==> src/rar_pkg.sv <==
`default_nettype none
package rar_pkg;
  localparam int DefWidth = 32;

  localparam logic [1:0] CMD_ADD = 2'd0;
  localparam logic [1:0] CMD_SUB = 2'd1;
  localparam logic [1:0] CMD_MUL = 2'd2;
  localparam logic [1:0] CMD_DIV = 2'd3;

  localparam logic [1:0] ST_OK  = 2'd0;
  localparam logic [1:0] ST_NAN = 2'd1;
  localparam logic [1:0] ST_OVF = 2'd2;

  typedef struct packed {
    logic load;      // capture operands, start products
    logic mul_step;  // run one product step
    logic gcd_init;  // load gcd working regs
    logic gcd_step;  // one remainder bit step
    logic div_init;  // start exact divides
    logic div_step;  // one quotient bit step
    logic finish;    // form result word
  } rar_cmd_t;

  typedef struct packed {
    logic mul_done;
    logic gcd_done;
    logic div_done;
  } rar_stat_t;
endpackage
`default_nettype wire

==> src/rar_if.sv <==
`default_nettype none
interface rar_in_if;
  logic        valid;
  logic        ready;
  logic [1:0]  cmd;
  logic [31:0] a_num;
  logic [31:0] a_den;
  logic [31:0] b_num;
  logic [31:0] b_den;
  modport source (output valid, cmd, a_num, a_den, b_num, b_den, input ready);
  modport sink (input valid, cmd, a_num, a_den, b_num, b_den, output ready);
endinterface

interface rar_out_if;
  logic        valid;
  logic        ready;
  logic [31:0] res_num;
  logic [30:0] res_den;
  logic [1:0]  status;
  modport source (output valid, res_num, res_den, status, input ready);
  modport sink (input valid, res_num, res_den, status, output ready);
endinterface
`default_nettype wire

==> src/rar_ctrl.sv <==
`default_nettype none
module rar_ctrl (
  input  wire logic              clk,
  input  wire logic              rst,
  input  wire logic              in_valid,
  output logic                   in_ready,
  output logic                   out_valid,
  input  wire logic              out_ready,
  output rar_pkg::rar_cmd_t      cmd,
  input  wire rar_pkg::rar_stat_t stat
);
  import rar_pkg::*;

  typedef enum logic [6:0] {
    S_IDLE = 7'b0000001,
    S_MUL  = 7'b0000010,
    S_GINI = 7'b0000100,
    S_GCD  = 7'b0001000,
    S_DINI = 7'b0010000,
    S_DIV  = 7'b0100000,
    S_OUT  = 7'b1000000
  } state_t;

  state_t state, state_next;

  // the output register holds one result; a new item may start while it waits
  assign in_ready = (state == S_IDLE);

  always_comb begin
    state_next = state;
    cmd = '0;
    case (state)
      S_IDLE: begin
        if (in_valid && in_ready) begin
          cmd.load = 1'b1;
          state_next = S_MUL;
        end
      end
      S_MUL: begin
        cmd.mul_step = 1'b1;
        if (stat.mul_done) state_next = S_GINI;
      end
      S_GINI: begin
        cmd.gcd_init = 1'b1;
        state_next = S_GCD;
      end
      S_GCD: begin
        cmd.gcd_step = 1'b1;
        if (stat.gcd_done) state_next = S_DINI;
      end
      S_DINI: begin
        cmd.div_init = 1'b1;
        state_next = S_DIV;
      end
      S_DIV: begin
        cmd.div_step = 1'b1;
        if (stat.div_done) state_next = S_OUT;
      end
      S_OUT: begin
        if (!out_valid || out_ready) begin
          cmd.finish = 1'b1;
          state_next = S_IDLE;
        end
      end
      default: state_next = S_IDLE;
    endcase
  end

  always_ff @(posedge clk) begin
    if (rst) begin
      state <= S_IDLE;
      out_valid <= 1'b0;
    end else begin
      state <= state_next;
      if (cmd.finish) out_valid <= 1'b1;
      else if (out_ready) out_valid <= 1'b0;
    end
  end

  a_onehot: assert property (@(posedge clk) disable iff (rst) $onehot(state))
    else $error("state not one-hot");
  a_load_idle: assert property (@(posedge clk) disable iff (rst)
    cmd.load |-> (state == S_IDLE))
    else $error("load outside idle");
  a_fin_valid: assert property (@(posedge clk) disable iff (rst)
    cmd.finish |=> out_valid)
    else $error("result not shown");
endmodule
`default_nettype wire

==> src/rar_dp.sv <==
`default_nettype none
module rar_dp #(
  parameter int WIDTH = rar_pkg::DefWidth
) (
  input  wire logic               clk,
  input  wire logic               rst,
  input  wire logic [1:0]         op,
  input  wire logic [31:0]        a_num,
  input  wire logic [31:0]        a_den,
  input  wire logic [31:0]        b_num,
  input  wire logic [31:0]        b_den,
  input  wire rar_pkg::rar_cmd_t  cmd,
  output rar_pkg::rar_stat_t      stat,
  output logic [31:0]             res_num,
  output logic [30:0]             res_den,
  output logic [1:0]              status
);
  import rar_pkg::*;

  localparam int MW = WIDTH + 1;          // operand magnitude bits (can be 2^(WIDTH-1))
  localparam int PW = 2 * WIDTH + 2;      // product / sum magnitude bits
  localparam int CW = $clog2(PW + 1);
  localparam logic [MW-1:0] WMASK = {1'b0, {WIDTH{1'b1}}};

  // sign-magnitude of an operand from its low WIDTH bits
  function automatic logic [MW:0] to_sm(input logic [31:0] raw);
    logic [MW-1:0] v;
    logic          n;
    logic [MW-1:0] m;
    begin
      v = {{(MW-WIDTH){1'b0}}, raw[WIDTH-1:0]};
      n = raw[WIDTH-1];
      m = n ? ((~v + 1'b1) & WMASK) : v;
      if (n && m == '0) m = {1'b1, {WIDTH{1'b0}}};
      to_sm = {n, m};
    end
  endfunction

  // three shift-add products share the step counter
  logic [MW-1:0] m1a, m1b, m2a, m2b, m3a, m3b;
  logic          s1, s2, s3;
  logic [PW-1:0] p1, p2, p3;
  logic [CW-1:0] cnt;

  // gcd / divider regs
  logic [PW-1:0] nmag, dmag, gx, gy, rem, quo_n, quo_d, rn, rd;
  logic          nneg, dneg;

  logic [MW:0] san, sad, sbn, sbd;
  always_comb begin
    san = to_sm(a_num);
    sad = to_sm(a_den);
    sbn = to_sm(b_num);
    sbd = to_sm(b_den);
  end

  logic [PW-1:0] rem_sh, rn_sh, rd_sh;
  logic          g_last;

  assign stat.mul_done = (cnt == CW'(MW - 1));
  assign stat.div_done = (cnt == CW'(PW - 1));
  assign g_last        = (cnt == CW'(PW - 1));
  assign stat.gcd_done = (gy == '0);

  assign rem_sh = {rem[PW-2:0], gx[PW-1-cnt[CW-1:0]]};

  // sum of signed products and final magnitudes
  logic [PW-1:0] sum_mag;
  logic          sum_neg;
  always_comb begin
    if (s1 == s2) begin
      sum_mag = p1 + p2;
      sum_neg = s1;
    end else if (p1 >= p2) begin
      sum_mag = p1 - p2;
      sum_neg = s1;
    end else begin
      sum_mag = p2 - p1;
      sum_neg = s2;
    end
    if (sum_mag == '0) sum_neg = 1'b0;
  end

  logic [PW-1:0] lim;
  assign lim = {{(PW-WIDTH){1'b0}}, 1'b1, {(WIDTH-1){1'b0}}};
  logic neg_res, ovf;
  assign neg_res = nneg ^ dneg;
  assign ovf = (quo_d > lim - 1'b1) || (neg_res ? (quo_n > lim) : (quo_n > lim - 1'b1));
  logic [WIDTH-1:0] nfit;
  assign nfit = neg_res ? (~quo_n[WIDTH-1:0] + 1'b1) : quo_n[WIDTH-1:0];

  logic [PW-1:0] trial_n, trial_d;
  assign rn_sh = {rn[PW-2:0], quo_n[PW-1]};
  assign rd_sh = {rd[PW-2:0], quo_d[PW-1]};
  assign trial_n = rn_sh - gx;
  assign trial_d = rd_sh - gx;

  always_ff @(posedge clk) begin
    if (rst) begin
      cnt <= '0;
    end else if (cmd.load) begin
      cnt <= '0;
      p1 <= '0; p2 <= '0; p3 <= '0;
      case (op)
        CMD_ADD, CMD_SUB: begin
          m1a <= san[MW-1:0]; m1b <= sbd[MW-1:0]; s1 <= san[MW] ^ sbd[MW];
          m2a <= sbn[MW-1:0]; m2b <= sad[MW-1:0];
          s2 <= (sbn[MW] ^ (op == CMD_SUB)) ^ sad[MW];
          m3a <= sad[MW-1:0]; m3b <= sbd[MW-1:0]; s3 <= sad[MW] ^ sbd[MW];
        end
        CMD_MUL: begin
          m1a <= san[MW-1:0]; m1b <= sbn[MW-1:0]; s1 <= san[MW] ^ sbn[MW];
          m2a <= '0; m2b <= '0; s2 <= 1'b0;
          m3a <= sad[MW-1:0]; m3b <= sbd[MW-1:0]; s3 <= sad[MW] ^ sbd[MW];
        end
        default: begin
          m1a <= san[MW-1:0]; m1b <= sbd[MW-1:0]; s1 <= san[MW] ^ sbd[MW];
          m2a <= '0; m2b <= '0; s2 <= 1'b0;
          m3a <= sad[MW-1:0]; m3b <= sbn[MW-1:0]; s3 <= sad[MW] ^ sbn[MW];
        end
      endcase
    end else if (cmd.mul_step) begin
      // msb-first shift-add, one multiplier bit per cycle
      p1 <= (p1 << 1) + (m1b[MW-1-cnt] ? PW'(m1a) : '0);
      p2 <= (p2 << 1) + (m2b[MW-1-cnt] ? PW'(m2a) : '0);
      p3 <= (p3 << 1) + (m3b[MW-1-cnt] ? PW'(m3a) : '0);
      cnt <= stat.mul_done ? '0 : cnt + 1'b1;
    end else if (cmd.gcd_init) begin
      nmag <= sum_mag;
      nneg <= sum_neg;
      dmag <= p3;
      dneg <= s3 && (p3 != '0);
      gx <= sum_mag;
      gy <= p3;
      rem <= '0;
      cnt <= '0;
    end else if (cmd.gcd_step) begin
      if (gy != '0) begin
        // restoring remainder: one dividend bit per cycle, swap at the end
        if (rem_sh >= gy) rem <= rem_sh - gy;
        else rem <= rem_sh;
        if (g_last) begin
          gx <= gy;
          gy <= (rem_sh >= gy) ? rem_sh - gy : rem_sh;
          rem <= '0;
          cnt <= '0;
        end else begin
          cnt <= cnt + 1'b1;
        end
      end
    end else if (cmd.div_init) begin
      quo_n <= nmag;
      quo_d <= dmag;
      rn <= '0;
      rd <= '0;
      cnt <= '0;
    end else if (cmd.div_step) begin
      // both exact quotients by the gcd in gx, one bit per cycle
      if (gx != '0) begin
        rn <= trial_n[PW-1] ? rn_sh : trial_n;
        rd <= trial_d[PW-1] ? rd_sh : trial_d;
        quo_n <= {quo_n[PW-2:0], ~trial_n[PW-1]};
        quo_d <= {quo_d[PW-2:0], ~trial_d[PW-1]};
      end
      cnt <= cnt + 1'b1;
    end
    if (cmd.finish) begin
      if (dmag == '0) begin
        res_num <= '0; res_den <= '0; status <= ST_NAN;
      end else if (nmag == '0) begin
        res_num <= '0; res_den <= 31'd1; status <= ST_OK;
      end else if (ovf) begin
        res_num <= '0; res_den <= '0; status <= ST_OVF;
      end else begin
        res_num <= 32'($signed(nfit));
        res_den <= 31'(quo_d);
        status <= ST_OK;
      end
    end
  end

  a_div_cnt: assert property (@(posedge clk) disable iff (rst)
    cmd.div_init |=> (cnt == '0))
    else $error("divide counter not cleared");
  a_gcd_init: assert property (@(posedge clk) disable iff (rst)
    cmd.gcd_init |=> (gy == dmag))
    else $error("gcd divisor not loaded");
  a_status: assert property (@(posedge clk) disable iff (rst)
    $past(cmd.finish) |-> (status == ST_OK || status == ST_NAN || status == ST_OVF))
    else $error("bad status code");
endmodule
`default_nettype wire

==> src/rational_arith_reduce.sv <==
// each item runs the product steps, then a bit-serial remainder per Euclid step,
//   then the exact divides and the result transfer
// throughput: one item at a time, set by the bit-serial remainder unit in the gcd loop
// the output register lets the next item start while a result waits for transfer
// reset: rst synchronous, active high, clears controller state and output valid
`default_nettype none
module rational_arith_reduce #(
  parameter int WIDTH = rar_pkg::DefWidth
) (
  input wire logic   clk,
  input wire logic   rst,
  rar_in_if.sink     in_ch,
  rar_out_if.source  out_ch
);
  import rar_pkg::*;

  rar_cmd_t  cmd;   // controller commands to datapath
  rar_stat_t stat;  // datapath loop status

  // sequencer: products, euclid loop, exact divides, result transfer
  rar_ctrl u_ctrl (
    .clk       (clk),
    .rst       (rst),
    .in_valid  (in_ch.valid),
    .in_ready  (in_ch.ready),
    .out_valid (out_ch.valid),
    .out_ready (out_ch.ready),
    .cmd       (cmd),
    .stat      (stat)
  );

  // datapath: shift-add products, bit-serial remainder unit, result register
  rar_dp #(.WIDTH(WIDTH)) u_dp (
    .clk     (clk),
    .rst     (rst),
    .op      (in_ch.cmd),
    .a_num   (in_ch.a_num),
    .a_den   (in_ch.a_den),
    .b_num   (in_ch.b_num),
    .b_den   (in_ch.b_den),
    .cmd     (cmd),
    .stat    (stat),
    .res_num (out_ch.res_num),
    .res_den (out_ch.res_den),
    .status  (out_ch.status)
  );
endmodule
`default_nettype wire

==> src/flat_wrapper.sv <==
// flat-port wrapper written by rule: the top's interface ports become plain ports
module rational_arith_reduce_flat import rar_pkg::*;
#(
  parameter int WIDTH = rar_pkg::DefWidth
)
  (clk, rst, in_ch_valid, in_ch_cmd, in_ch_a_num, in_ch_a_den, in_ch_b_num, in_ch_b_den, in_ch_ready, out_ch_valid, out_ch_res_num, out_ch_res_den, out_ch_status, out_ch_ready);
  rar_in_if in_ch_i ();
  rar_out_if out_ch_i ();
  input wire logic clk;
  input wire logic rst;
  input wire logic [$bits(in_ch_i.valid)-1:0] in_ch_valid;
  input wire logic [$bits(in_ch_i.cmd)-1:0] in_ch_cmd;
  input wire logic [$bits(in_ch_i.a_num)-1:0] in_ch_a_num;
  input wire logic [$bits(in_ch_i.a_den)-1:0] in_ch_a_den;
  input wire logic [$bits(in_ch_i.b_num)-1:0] in_ch_b_num;
  input wire logic [$bits(in_ch_i.b_den)-1:0] in_ch_b_den;
  output wire logic [$bits(in_ch_i.ready)-1:0] in_ch_ready;
  output wire logic [$bits(out_ch_i.valid)-1:0] out_ch_valid;
  output wire logic [$bits(out_ch_i.res_num)-1:0] out_ch_res_num;
  output wire logic [$bits(out_ch_i.res_den)-1:0] out_ch_res_den;
  output wire logic [$bits(out_ch_i.status)-1:0] out_ch_status;
  input wire logic [$bits(out_ch_i.ready)-1:0] out_ch_ready;
  assign in_ch_i.valid = in_ch_valid;
  assign in_ch_i.cmd = in_ch_cmd;
  assign in_ch_i.a_num = in_ch_a_num;
  assign in_ch_i.a_den = in_ch_a_den;
  assign in_ch_i.b_num = in_ch_b_num;
  assign in_ch_i.b_den = in_ch_b_den;
  assign in_ch_ready = in_ch_i.ready;
  assign out_ch_valid = out_ch_i.valid;
  assign out_ch_res_num = out_ch_i.res_num;
  assign out_ch_res_den = out_ch_i.res_den;
  assign out_ch_status = out_ch_i.status;
  assign out_ch_i.ready = out_ch_ready;
  rational_arith_reduce #(.WIDTH(WIDTH)) u_core (.clk(clk), .rst(rst), .in_ch(in_ch_i), .out_ch(out_ch_i));
endmodule
==> config.mk <==
export PLATFORM = sky130hd
export DESIGN_NAME = rational_arith_reduce_flat
export DESIGN_NICKNAME = d
export VERILOG_FILES = /design/src/rar_pkg.sv /design/src/rar_if.sv /design/src/rar_ctrl.sv /design/src/rar_dp.sv /design/src/rational_arith_reduce.sv /design/src/flat_wrapper.sv
export SDC_FILE = /design/constraint.sdc
export NUM_CORES = 2
export LEC_CHECK = 0
export BUFFER_PORTS_ARGS = -buffer_cell sky130_fd_sc_hd__buf_2
export CORE_MARGIN = 1.5
export CORE_UTILIZATION = 45
export CTS_CLUSTER_DIAMETER = 60
export DETAILED_ROUTE_END_ITERATION = 16
export GPL_ROUTABILITY_DRIVEN = 0
export SLEW_MARGIN = 10
export SYNTH_ARGS = -nofsm -noshare
export SYNTH_HDL_FRONTEND = slang
export SYNTH_HIERARCHICAL = 1
export SYNTH_SLANG_ARGS = --single-unit
==> constraint.sdc <==
create_clock -name clk -period 41.6 [get_ports clk]
set_clock_uncertainty 0.1 [all_clocks]
set_input_delay 0 -clock clk [delete_from_list [all_inputs] [get_ports clk]]
set_output_delay 0 -clock clk [all_outputs]
set_load 0.05 [all_outputs]
==> impl_metrics.env <==
export IMPL_status="completed"
export IMPL_hold_viol=0
export IMPL_cts_buffers=136
export IMPL_port_buffers=200
export IMPL_drive_above_1_share_pct=9.324
export IMPL_tns_ps=0
export IMPL_hold_start="in_ch_a_num[28]"
export IMPL_yosysSeqAreaShare_pct=41.95
export IMPL_synth_edf_count=1057
export IMPL_yosysTopAreaCell="edfxtp_1"
export IMPL_internal_power_mw=2.690
export IMPL_area_growth_syn_to_layout_pct=13.85
export IMPL_synth_net_count=8683
export IMPL_drc_errors=0
export IMPL_crit_arrival_ps=9310
export IMPL_die_area_sq_um=172200
export IMPL_postCtsSetupBuffers=0
export IMPL_worst_pin_slew_ps=1209
export IMPL_seq_power_share_pct=32.4
export IMPL_cap_violations=0
export IMPL_clockPowerShare_pct=25.7
export IMPL_finalNetCount=9041
export IMPL_synth_main_ff_cell="edfxtp_1"
export IMPL_cp_startpoint="u_core/u_dp/cnt[2]"
export IMPL_grt_usage_pct=27.14
export IMPL_grt_max_degree=202
export IMPL_yosys_top_cells_area="edfxtp_1 42%, ha_1 8.1%, a21oi_1 5.2%"
export IMPL_setup_viol=0
export IMPL_avgSynthCellArea_sq_um=9.496
export IMPL_drv_slew=0
export IMPL_p_leak_nw=32.95
export IMPL_switching_share_pct=40.72
export IMPL_yosys_warnings=6
export IMPL_antenna_left=0
export IMPL_syn_inst=8043
export IMPL_cts_tree="done"
export IMPL_ir_worst_vdd_mv=0.03440
export IMPL_grt_pass1_wl_um=366500
export IMPL_fp_dieH_um=415.0
export IMPL_n_antenna_cell=0
export IMPL_cts_sinks=1072
export IMPL_clk_latency_ps=810
export IMPL_cts_reportedPaths_clkPinSlew_ps=60
export IMPL_ys_types=113
export IMPL_drt_iter0_drc=6448
export IMPL_syn_area_sq_um=76380
export IMPL_drt_total_wl_um=241300
export IMPL_fillers=15410
export IMPL_worst_r2r_startpoint="u_core/u_dp/cnt[2]"
export IMPL_min_path_type="in2reg"
export IMPL_cts_repair_resized=0
export IMPL_dr_total_vias=64620
export IMPL_combPwrFrac_pct=41.9
export IMPL_grt_pass1_vias=61690
export IMPL_cts_max_path_buffers=3
export IMPL_rsz0062_at_grt="false"
export IMPL_wire_per_inst_um=22.50
export IMPL_worstSetupPathType="reg2reg"
export IMPL_start_kind="register"
export IMPL_switchingPower_mw=1.848
export IMPL_rows=151
export IMPL_synth_seq_cells=1072
export IMPL_cts_hold_buf=302
export IMPL_dpl_hpwl_um=180200
export IMPL_fmax_ghz=0.1132
export IMPL_crit_path_end_kind="register"
export IMPL_p_per_area_nw_per_um2=52.20
export IMPL_timing_final_crit_period_ps=8835
export IMPL_required_ps=42070
export IMPL_relSlewSlack_pct=19.14
export IMPL_initial_core_util_pct=45.22
export IMPL_cts_root_buf="clkbuf_16"
export IMPL_grt_overflow_total=0
export IMPL_cp_max_fo=72
export IMPL_core_area_sq_um=168900
export IMPL_die_width_um=415.0
export IMPL_antenna_found_initial=4
export IMPL_synth_top_area_share_pct=41.56
export IMPL_multi_input_area_sq_um=41230
export IMPL_fin_crit_sh_pct=21.24
export IMPL_htreeDepth=4
export IMPL_drtPass1Iterations=6
export IMPL_viasPerCell=6.026
export IMPL_ioPinCount=201
export IMPL_layout_area_seq_sq_um=32040
export IMPL_fin_total_pwr_mw=4.539
export IMPL_ys_async_sr_fraction_pct=0
sequential cells by signal (all words and copies together), names as in the netlist, 7 cells and up:
register / count
u_core/u_dp/m1a: 33
u_core/u_dp/res_den: 31
u_core/u_dp/p2: 66
u_core/u_dp/gy: 66
u_core/u_dp/m1b: 33
u_core/u_dp/m3b: 33
u_core/u_dp/m2a: 33
u_core/u_dp/m2b: 33
u_core/u_dp/rn: 65
u_core/u_dp/gx: 66
u_core/u_dp/res_num: 32
u_core/u_dp/p3: 66
u_core/u_dp/m3a: 33
u_core/u_dp/rd: 65
u_core/u_dp/p1: 66
u_core/u_ctrl/state: 7
u_core/u_dp/quo_d: 66
u_core/u_dp/rem: 65
u_core/u_dp/nmag: 66
u_core/u_dp/dmag: 66
u_core/u_dp/quo_n: 66
u_core/u_dp/cnt: 7
cells in the final DEF (no fill, tap or decap), drive strengths merged, types with 77 or more instances in the layout:
cell / count
ha: 497
inv: 504
and3: 88
a211oi: 77
a21o: 217
nor4: 174
nand4: 140
buf: 276
mux2: 156
and2: 119
xnor2: 386
xor2: 200
a21oi: 793
o21bai: 96
nand3: 139
clkbuf: 157
nand2: 667
o21ai: 425
nor2: 816
nor2b: 98
dlygate4sd3: 302
nor3: 140
edfxtp: 1057
logic make-up after synthesis:
group,share of synthesized area (%)
AOI/OAI and AO/OA,17.20
xor gates and xnor gates,6.729
adders and majority gates,8.392
buffers and inverters,4.336
DFF,41.95
muxes,4.469
and+or+nand+nor,16.93
layer usage:
layer	vias to the layer above	part of all wire [%]	GRT usage [%]	wire (um)
met5	-	0.013	0	31
met4	4	4.5	11.66	10910
met3	512	7.1	4.332	17180
met2	2609	46	43.55	110100
met1	31210	43	36.32	103000
li1	30280	-	-	-
stage by stage:
| step | util (%) | worst slack (ps) | hold WS [ps] | area, sq um | std cells |
|---|---|---|---|---|---|
| floorplan | - | 25400 | -30.93 | 76380 | 8043 |
| global placement | 47.07 | 33110 | 113.5 | 79500 | 10180 |
| detailed placement | 47.07 | 32920 | 120.8 | 79510 | 10180 |
| CTS | 51.48 | 32930 | 4.607 | 86950 | 10720 |
| finish | 51.48 | 32770 | 55.86 | 86950 | 10720 |
| global route | 51.48 | 32230 | 55.75 | 86950 | 10720 |
power groups by stage:
stage          clock (mW)  combinational, mW  sequential (mW)
5_1_grt              1.23               2.04             1.48
3_5_place_dp            0               1.81             1.49
2_1_floorplan           0               1.25             1.46
3_3_place_gp            0               1.79             1.49
4_1_cts              1.19               1.85             1.47
6_report             1.17               1.90             1.47
Yosys cell counts (all sizes together), types with 13 or more instances:
master / n
inv: 489
xnor2: 386
or4: 46
o21ai: 425
a21boi: 22
nor3: 140
or3: 54
o311ai: 15
nor4: 174
a311oi: 13
nand3: 139
a21oi: 793
nor2b: 98
mux2: 156
edfxtp: 1057
a41oi: 13
a2111oi: 13
nor2: 816
a211o: 17
o41ai: 33
o31a: 20
o31ai: 74
o21a: 47
mux2i: 53
a221oi: 20
and4: 17
nor3b: 21
buf: 89
or2: 32
and3: 88
mux4: 50
a21o: 217
nand4: 140
a31oi: 70
nand2b: 74
o21bai: 96
ha: 497
o211ai: 42
and2: 119
dfxtp: 15
nand2: 667
xor2: 200
a211oi: 77
clkbuf: 269
worst max-delay path: stages, from the launching register on:
cell and delay (ps):
dfxtp_1 450, inv_1 100, ha_1 230, xor2_1 890, mux4_2 630, nor2b_1 150
a211oi_1 250, a21oi_1 80, a21oi_1 440, ha_1 280, fa_1 210, nor2b_1 70
o211ai_1 170, a21boi_0 160, o21ai_0 260, a211oi_1 150, o2111ai_1 380, a211oi_1 160
a211oi_1 470, o221ai_1 220, a21oi_1 360, o31ai_1 210, a31oi_4 210, buf_4 490
buf_4 720, mux2_2 420, mux2_2 260
final timing paths:
| kind | to | slack [ps] | cells past startpoint |
|---|---|---|---|
| setup / recovery | u_core/u_dp/gy[23] | 32770 | 26 |
| hold / removal | u_core/u_dp/m1a[28] | 60 | 3 |
| setup reg to reg | u_core/u_dp/gy[23] | 32770 | 26 |
| hold reg to reg | u_core/u_dp/dmag[35] | 400 | 0 |
area by class of cell:
| type | instances | share of cell area (%) |
|---|---|---|
| Clock buffer | 157 | 4.040 |
| Clock inverter | 85 | 1.046 |
| Inverter | 489 | 2.115 |
| Multi-Input combinational cell | 6124 | 47.41 |
| Sequential cell | 1072 | 36.85 |
| Tap cell | 2218 | 3.192 |
| Timing Repair Buffer | 578 | 5.341 |
Power figures use the tool's default switching activity.
